## src/rtl/afl_pkg.sv

```systemverilog
// shared types, constants and codes for the letterbox scaler
package afl_pkg;

    localparam int FRAME_PIXELS = 65536;
    localparam int MAX_DIM      = 4096;
    localparam int FRAME_AW     = 16;
    localparam int DIM_W        = 13;
    localparam int COORD_W      = 12;
    localparam int PROD_W       = 2 * DIM_W;
    localparam int NUM_W        = COORD_W + DIM_W;
    localparam int CFG_AW       = 3;
    localparam int CFG_DW       = 13;

    // register indexes
    localparam logic [CFG_AW-1:0] REG_SRC_WIDTH  = 3'd0;
    localparam logic [CFG_AW-1:0] REG_SRC_HEIGHT = 3'd1;
    localparam logic [CFG_AW-1:0] REG_SRC_PITCH  = 3'd2;
    localparam logic [CFG_AW-1:0] REG_DST_WIDTH  = 3'd3;
    localparam logic [CFG_AW-1:0] REG_DST_HEIGHT = 3'd4;
    localparam logic [CFG_AW-1:0] REG_PIX_FORMAT = 3'd5;

    // pixel formats
    localparam logic [1:0] FMT_NONE = 2'd0;
    localparam logic [1:0] FMT_BGRA = 2'd1;

    // opcodes
    localparam logic OP_WRITE = 1'b0;
    localparam logic OP_READ  = 1'b1;

    // status codes
    localparam logic [1:0] STAT_OK       = 2'd0;
    localparam logic [1:0] STAT_BAD_CFG  = 2'd1;
    localparam logic [1:0] STAT_OUTSIDE  = 2'd2;

    localparam logic [31:0] OPAQUE_BLACK = 32'hFF00_0000;

    typedef struct packed {
        logic               opcode;
        logic [15:0]        frame_index;
        logic [31:0]        pixel_in;
        logic [COORD_W-1:0] target_x;
        logic [COORD_W-1:0] target_y;
    } in_t;

    typedef struct packed {
        logic [31:0] pixel_out;
        logic [1:0]  status;
    } out_t;

    // settings and derived fit geometry handed to the pixel pipeline
    typedef struct packed {
        logic             busy;
        logic             ok;
        logic [DIM_W-1:0] src_width;
        logic [DIM_W-1:0] src_height;
        logic [DIM_W-1:0] src_pitch;
        logic [DIM_W-1:0] dst_width;
        logic [DIM_W-1:0] dst_height;
        logic [1:0]       pix_format;
        logic [DIM_W-1:0] fit_w;
        logic [DIM_W-1:0] fit_h;
        logic [DIM_W-1:0] off_x;
        logic [DIM_W-1:0] off_y;
    } afl_cfg_t;

    typedef struct packed {
        logic               valid;
        logic               op;
        logic [FRAME_AW-1:0] fidx;
        logic [31:0]        pix;
        logic [1:0]         status;
        logic               border;
        logic [NUM_W-1:0]   rx;
        logic [NUM_W-1:0]   ry;
        logic [COORD_W-1:0] qx;
        logic [COORD_W-1:0] qy;
    } pipe_t;

endpackage

```

## src/rtl/afl_cfg_unit.sv

```systemverilog
// configuration registers and sequential fit-size computation
module afl_cfg_unit (
    input  logic                         aclk,
    input  logic                         aresetn,
    input  logic                         cfg_we,
    input  logic [afl_pkg::CFG_AW-1:0]   cfg_addr,
    input  logic [afl_pkg::CFG_DW-1:0]   cfg_wdata,
    output afl_pkg::afl_cfg_t            cfg
);
    import afl_pkg::*;

    localparam logic [2:0] ST_IDLE = 3'd0;
    localparam logic [2:0] ST_PROD = 3'd1;
    localparam logic [2:0] ST_SEL  = 3'd2;
    localparam logic [2:0] ST_DIV  = 3'd3;
    localparam logic [2:0] ST_FIN  = 3'd4;

    logic [DIM_W-1:0]  src_w_reg, src_h_reg, pitch_reg, dst_w_reg, dst_h_reg;
    logic [1:0]        fmt_reg;
    logic [2:0]        state_reg, state_next;
    logic [PROD_W-1:0] prod_a_reg, prod_b_reg;
    logic              valid_reg, wide_reg, ok_reg;
    logic [PROD_W-1:0] rem_reg;
    logic [DIM_W-1:0]  den_reg, q_reg;
    logic [3:0]        cnt_reg;
    logic [DIM_W-1:0]  fit_w_reg, fit_h_reg, off_x_reg, off_y_reg;
    logic [3:0]        bit_k;
    logic [PROD_W-1:0] trial;
    logic [DIM_W-1:0]  fit_q, fit_w_new, fit_h_new;
    logic              settings_ok;
    logic [PROD_W-1:0] pitch_prod;

    assign bit_k = cnt_reg - 4'd1;
    assign trial = PROD_W'(den_reg) << bit_k;
    assign fit_q = (q_reg == '0) ? DIM_W'(1) : q_reg;
    assign fit_w_new = wide_reg ? dst_w_reg : fit_q;
    assign fit_h_new = wide_reg ? fit_q : dst_h_reg;
    assign pitch_prod = PROD_W'(pitch_reg) * PROD_W'(src_h_reg);

    assign settings_ok = (fmt_reg != FMT_NONE)
        && (src_w_reg != '0) && (src_h_reg != '0)
        && (dst_w_reg != '0) && (dst_h_reg != '0)
        && (src_w_reg <= DIM_W'(MAX_DIM)) && (src_h_reg <= DIM_W'(MAX_DIM))
        && (dst_w_reg <= DIM_W'(MAX_DIM)) && (dst_h_reg <= DIM_W'(MAX_DIM))
        && (pitch_reg >= src_w_reg)
        && (pitch_prod <= PROD_W'(FRAME_PIXELS));

    always_comb begin
        state_next = state_reg;
        unique case (state_reg)
            ST_IDLE: state_next = ST_IDLE;
            ST_PROD: state_next = ST_SEL;
            ST_SEL:  state_next = valid_reg ? ST_DIV : ST_IDLE;
            ST_DIV:  state_next = (cnt_reg == 4'd1) ? ST_FIN : ST_DIV;
            ST_FIN:  state_next = ST_IDLE;
            default: state_next = ST_IDLE;
        endcase
        // any write restarts the derivation
        if (cfg_we) begin
            state_next = ST_PROD;
        end
    end

    always_ff @(posedge aclk) begin
        if (!aresetn) begin
            src_w_reg <= '0;
            src_h_reg <= '0;
            pitch_reg <= '0;
            dst_w_reg <= '0;
            dst_h_reg <= '0;
            fmt_reg   <= '0;
            state_reg <= ST_IDLE;
            ok_reg    <= 1'b0;
            valid_reg <= 1'b0;
            wide_reg  <= 1'b0;
            cnt_reg   <= '0;
        end else begin
            state_reg <= state_next;
            if (cfg_we) begin
                ok_reg <= 1'b0;
                unique case (cfg_addr)
                    REG_SRC_WIDTH:  src_w_reg <= cfg_wdata[DIM_W-1:0];
                    REG_SRC_HEIGHT: src_h_reg <= cfg_wdata[DIM_W-1:0];
                    REG_SRC_PITCH:  pitch_reg <= cfg_wdata[DIM_W-1:0];
                    REG_DST_WIDTH:  dst_w_reg <= cfg_wdata[DIM_W-1:0];
                    REG_DST_HEIGHT: dst_h_reg <= cfg_wdata[DIM_W-1:0];
                    REG_PIX_FORMAT: fmt_reg   <= cfg_wdata[1:0];
                    default: ;
                endcase
            end else begin
                unique case (state_reg)
                    ST_PROD: begin
                        valid_reg <= settings_ok;
                        wide_reg  <= 1'b0;
                    end
                    ST_SEL: begin
                        wide_reg <= prod_a_reg > prod_b_reg;
                        cnt_reg  <= 4'(DIM_W);
                    end
                    ST_DIV: cnt_reg <= cnt_reg - 4'd1;
                    ST_FIN: ok_reg <= 1'b1;
                    default: ;
                endcase
            end
        end
    end

    // datapath registers
    always_ff @(posedge aclk) begin
        unique case (state_reg)
            ST_PROD: begin
                prod_a_reg <= PROD_W'(src_w_reg) * PROD_W'(dst_h_reg);
                prod_b_reg <= PROD_W'(dst_w_reg) * PROD_W'(src_h_reg);
            end
            ST_SEL: begin
                q_reg <= '0;
                if (prod_a_reg > prod_b_reg) begin
                    rem_reg <= prod_b_reg;
                    den_reg <= src_w_reg;
                end else begin
                    rem_reg <= prod_a_reg;
                    den_reg <= src_h_reg;
                end
            end
            ST_DIV: begin
                if (rem_reg >= trial) begin
                    rem_reg <= rem_reg - trial;
                    q_reg   <= q_reg | (DIM_W'(1) << bit_k);
                end
            end
            ST_FIN: begin
                fit_w_reg <= fit_w_new;
                fit_h_reg <= fit_h_new;
                off_x_reg <= (dst_w_reg - fit_w_new) >> 1;
                off_y_reg <= (dst_h_reg - fit_h_new) >> 1;
            end
            default: ;
        endcase
    end

    always_comb begin
        cfg.busy       = (state_reg != ST_IDLE);
        cfg.ok         = ok_reg;
        cfg.src_width  = src_w_reg;
        cfg.src_height = src_h_reg;
        cfg.src_pitch  = pitch_reg;
        cfg.dst_width  = dst_w_reg;
        cfg.dst_height = dst_h_reg;
        cfg.pix_format = fmt_reg;
        cfg.fit_w      = fit_w_reg;
        cfg.fit_h      = fit_h_reg;
        cfg.off_x      = off_x_reg;
        cfg.off_y      = off_y_reg;
    end

endmodule
```

## config.mk

```make
export PLATFORM = sky130hd
export DESIGN_NAME = afl_cfg_unit
export DESIGN_NICKNAME = d
export VERILOG_FILES = /design/src/rtl/afl_pkg.sv /design/src/rtl/afl_cfg_unit.sv
export SDC_FILE = /design/constraint.sdc
export NUM_CORES = 2
export LEC_CHECK = 0
export ABC_AREA = 1
export BUFFER_PORTS_ARGS = -buffer_cell sky130_fd_sc_hd__buf_2
export CAP_MARGIN = 25
export CORE_MARGIN = 3
export CORE_UTILIZATION = 60
export DETAILED_ROUTE_END_ITERATION = 12
export PLACE_DENSITY = 0.78
export SLEW_MARGIN = 30
export SYNTH_ARGS = -nofsm -noshare
export SYNTH_HDL_FRONTEND = slang
export SYNTH_SLANG_ARGS = --single-unit
export TNS_END_PERCENT = 1
```

## constraint.sdc

```tcl
create_clock -name aclk -period 6.7 [get_ports aclk]
set_clock_uncertainty 0.2 [all_clocks]
set_input_delay 0.67 -clock aclk [delete_from_list [all_inputs] [get_ports aclk]]
set_output_delay 0.67 -clock aclk [all_outputs]
set_load 0.01 [all_outputs]
```

# Word level (Yosys, flattened, before mapping)
# Cells that the tools add are included.
# classes
shift,2
add_sub_neg,4
mul,3
bitwise_logic,3
n_eq_ne,11
n_lt_le_gt_ge,8
muxes,15
reduce_logical,31
# ops
op,n
$mul 13x13->26,3
$mux 13,5
$le 13x13->1 const B,4
$mux 26,2
$pmux 26 s2,1
$reduce_bool 13->1,4
$ge 26x26->1,1
$gt 26x26->1,1
$le 26x17->1 const B,1
$pmux 13 s2,1
$shl 13x4->26,1
$sub 13x13->13,2
$sub 26x26->26,1
$reduce_and 2->1,10
$ge 13x13->1,1
$logic_not 13->1,1
$or 13x13->13,1
$shl 1x4->13 const A,1
$eq 3x2->1 const B,4
$logic_and 1x1->1,10
$eq 3x3->1 const B,3
$pmux 3 s3,1
$pmux 4 s2,1
$eq 3x1->1 const B,2
other kinds (12),15
# totals
inputBits,19
output_inout_bits,121
word_cells,98
register_bits,231

# Logic depth before layout (Yosys ltp)
# logic_depth
depth_word,11
depth_mapped,30
mapped_depth_nobuf,28

# Worst setup path after synthesis
# Ideal clock, no wire load.
# synth_path
path_kind,flip-flop to flip-flop
startpoint,register cnt_reg[0]
endpoint,register q_reg[0] (enable)
setup_ps,459
arrival_time_ps,5238
t_required_ps,6041
n_path_buf,3
path_stages_with_launch,17
synth_period_minus_slack_ps,5897
path_slack_ps,803
path_cell_list,dfxtp_1 > buf_4 > inv_1 > buf_2 > ha_1 > inv_1 > buf_1 > o21ai_0 > o21ai_0 > mux2i_1 > ha_1 > nand2_1 > nor4_1 > nand4_1 > nand3_1 > nand3_1 > a31oi_1
# synth_via
elab_chain_len,5
# synth_rtl
item,line,source
start: declaration,afl_cfg_unit.sv:25,logic [3:0] cnt_reg;
start signal: assignment,afl_cfg_unit.sv:98,cnt_reg <= 4'(DIM_W);
start signal: assignment,afl_cfg_unit.sv:100,ST_DIV: cnt_reg <= cnt_reg - 4'd1;
$sub 4x1->4,afl_cfg_unit.sv:33,assign bit_k = cnt_reg - 4'd1;
$shl 13x4->26,afl_cfg_unit.sv:34,assign trial = PROD_W'(den_reg) << bit_k;
$ge 26x26->1,afl_cfg_unit.sv:126,if (rem_reg >= trial) begin
$ne 2x2->1 (no source line),--,
$reduce_and 2->1 (no source line),--,
end signal: assignment,afl_cfg_unit.sv:128,q_reg <= q_reg | (DIM_W'(1) << bit_k);
end: declaration,afl_cfg_unit.sv:24,"logic [DIM_W-1:0] den_reg, q_reg;"
# No other way between the ends.
# A chain may end at the register's enable or synchronous reset.

# Worst setup path after layout
# layout_path
startpoint,register src_h_reg[5]
endpoint,register valid_reg
# layout_via
elab_chain_len,10
elab_cells_between_ends,13
classes_between,mul (1); order compare (2); reduce/logical (10)
# layout_rtl
item,line,source
start: declaration,afl_cfg_unit.sv:18,"logic [DIM_W-1:0] src_w_reg, src_h_reg, pitch_reg, dst_w_reg, dst_h_reg;"
start signal: assignment,afl_cfg_unit.sv:83,REG_SRC_HEIGHT: src_h_reg <= cfg_wdata[DIM_W-1:0];
"parallel branches: the longest is 9 deep, another holds $mul 13x13->26",--,
$logic_and 1x1->1 (*),afl_cfg_unit.sv:46,&& (pitch_prod <= PROD_W'(FRAME_PIXELS));
end signal: assignment,afl_cfg_unit.sv:93,valid_reg <= settings_ok;
end: declaration,afl_cfg_unit.sv:22,"logic valid_reg, wide_reg, ok_reg;"
# Mark *: on every way between the ends.

==> flow_metrics.tcl <==
set metrics [dict create \
    worstSetupEndpointType "flop" \
    instances_no_fill 4616 \
    worstSetupPathType "reg -> reg" \
    maxCapViolCount 0 \
    final_cell_mix "nand2_1, inv_1, fa_1" \
    path_cells "buf_4, nand2_1, fa_1, fa_1, fa_1, fa_1, fa_1, inv_1, ha_1, nand2_1, inv_1, a21oi_1, nand3_1, a21oi_1, o21ai_0, nor2_1, nand3_1, nor2_1, nor2_1, nor2_1" \
    cts_sinks 231 \
    final_common_cell "nand2_1" \
    period_share_pct 87.0 \
    r2r_setup_slack_ns 0.87 \
    grt_antenna_before_repair 0 \
    cp_max_fo 16 \
    max_freq_mhz 172 \
    synth_area_um2 30300 \
    grt_pass1_wl_um 133000 \
    setup_tns_ns 0 \
    numCtsBuffers 27 \
    worstMarginPinSlew_ns 1.05 \
    ys_types 55 \
    start_util_pct 61.3 \
    die_x_um 231 \
    clk_pin_slew_worst_paths_ns 0.07 \
    insertedDiodeCount 0 \
    ctsHoldBuffers 0 \
    critPathRequiredTime_ns 7.01 \
    num_rows 81 \
    holdCritPathClass "in -> reg" \
    viasPerCell 5.60 \
    grt_use_met1_pct 43.4 \
    status "complete, no violations" \
    syn-mean-instance-area_um2 7.81 \
    met3_usage_pct 4.89 \
    htree_levels 1 \
    cts_resized 0 \
    rsz0062_at_grt "no" \
    ys_ff_latch 231 \
    vias 25900 \
    nets 4622 \
    ys_seq_area_share_pct 20.4 \
    timing.hold.ws_ns 0.236 \
    drtIter0Drc 2484 \
    areaGrowthSynthToFinish_pct 7.36 \
    drive_gt1_share_pct 7.21 \
    placed_cells 4566 \
    hpwl_um 65300 \
    cpMostUsedCell "fa_1" \
    io_buffers 137 \
    grt_pass1_vias 25300 \
    peakVddDrop_mv 0.183 \
    cts_setup_buffers 0 \
    die_area_um2 53200 \
    setup_viol 0 \
    core_area_um2 49400 \
    synth_warnings 0 \
    layout_min_cycle_time_ns 5.83 \
    globalRoute.busiestLayer "met2" \
    postLayoutCellArea_um2 32500 \
    clock-root-buffer "clkbuf_16" \
    cp_top_family "adder cells" \
    grt_start_max_net_pins 73 \
    grt_usage_pct 31.1 \
    dpl_cell_area_um2 31600 \
    synth_edf_count 154 \
    die_h_um 231 \
    wl_um 82400 \
    hold_viol_final 0 \
    critPathSlowestCell "dfxtp_1" \
    slew_headroom_pct 29.8 \
    gr-total-overflow 0 \
    cpPeakStageDelay_ns 0.82 \
    yosys_most_used_dff "edfxtp_1" \
    drc 0 \
    p_per_area_nw_per_um2 117 \
    critPathLaunchType "flop" \
    async_flop_share_pct 0 \
    cts_tree "yes" \
    arrival_ns 6.14 \
    dr.pass1.iters 5 \
    wire_per_inst_um 17.9 \
    clockBufferDepth 3 \
    p_leak_uw 0.0170 \
    p_total_uw 3810 \
    worst-path-buf-inv 3 \
    insertion_delay_ns 0.57 \
    syn_inst 3872 \
    gp_congestion 0.998 \
    io_pins 140 \
    antenna_left 0 \
    slew_viol_final 0 \
    use_met2_pct 49.9 \
]
==> per-stage QoR <==
stage / worst slack (ns) / util (%)
floorplan: 0.803 / -
global placement: 0.928 / 64.0
detailed placement: 0.924 / 64.0
CTS: 0.905 / 65.8
global route: 0.429 / 65.8
finish: 0.872 / 65.8
==> tightest hold or removal path: cells and delay by family <==
kind / cells / cell delay, ns
buf+inv: 1 / 0.15
simple gates: 2 / 0.15
==> synth_stat cells (3+ instances only) <==
cell        n  area, um2
a211oi_1    6       45.0
a21o_1     15        113
a21oi_1   210       1050
a21oi_2     4       35.0
a221oi_1    4       35.0
a31oi_1    10       62.6
buf_1      25       93.8
buf_2      20        100
buf_4       5       37.5
clkbuf_1  110        413
dfxtp_1    77       1540
edfxtp_1  154       4620
fa_1      366       7330
ha_1      306       3830
inv_1     845       3170
inv_2       6       22.5
mux2i_1    11        110
nand2_1   957       3590
nand2_2     9       56.3
nand3_1   121        606
nand3_2     4       40.0
nand3b_1    7       52.6
nand4_1    32        200
nor2_1    180        676
nor2_2      5       31.3
nor2_4      3       33.8
nor3_1     14       70.1
nor3_2      3       30.0
nor4_1      7       43.8
o21a_1      6       45.0
o21ai_0   213       1070
o21ai_1    19       95.1
o21ai_2     5       43.8
o21bai_1    7       52.6
o31ai_1     3       22.5
xnor2_1    29        254
xor2_1     50        438
==> worst paths after layout <==
check	from	cells past startpoint	end
hold / removal	cfg_wdata[12]	3	pitch_reg[12]
hold reg to reg	fmt_reg[0]	2	fmt_reg[0]
setup reg to reg	src_h_reg[5]	20	valid_reg
setup / recovery	src_h_reg[5]	20	valid_reg
==> final cells by class <==
class,count,area (um2)
Inverter,852,3200
Timing Repair Buffer,190,1110
Clock buffer,32,736
Sequential cell,231,6170
Tap cell,664,831
Clock inverter,18,155
Multi-Input combinational cell,2629,20300
Fill cell,4228,16900
==> routing by layer <==
| metal | vias up | part of all wire [%] |
|---|---|---|
| met5 | - | 0 |
| met2 | 1189 | 46 |
| met4 | 0 | 3.6 |
| met1 | 12400 | 41 |
| li1 | 12100 | - |
| met3 | 172 | 9.4 |
==> kinds of logic after synthesis <==
| logic type | after synthesis | share of synthesized area, % |
|---|---|---|
| compound gates | 516 | 9.26 |
| xor+xnor | 79 | 2.29 |
| fa+ha+maj | 672 | 36.9 |
| buf+inv | 1013 | 12.7 |
| flops | 231 | 20.4 |
| mux | 11 | 0.364 |
| other cells | 1 | 0.0124 |
| simple gates | 1349 | 18.1 |
==> report_power, final <==
group	switching (uW)	total [uW]	leakage, uW	internal [uW]
Combinational	443	668	0.0145	225
Sequential	89.6	1650	0.00206	1560
Clock	651	1490	0.000432	836
Power figures use the tool's default switching activity.
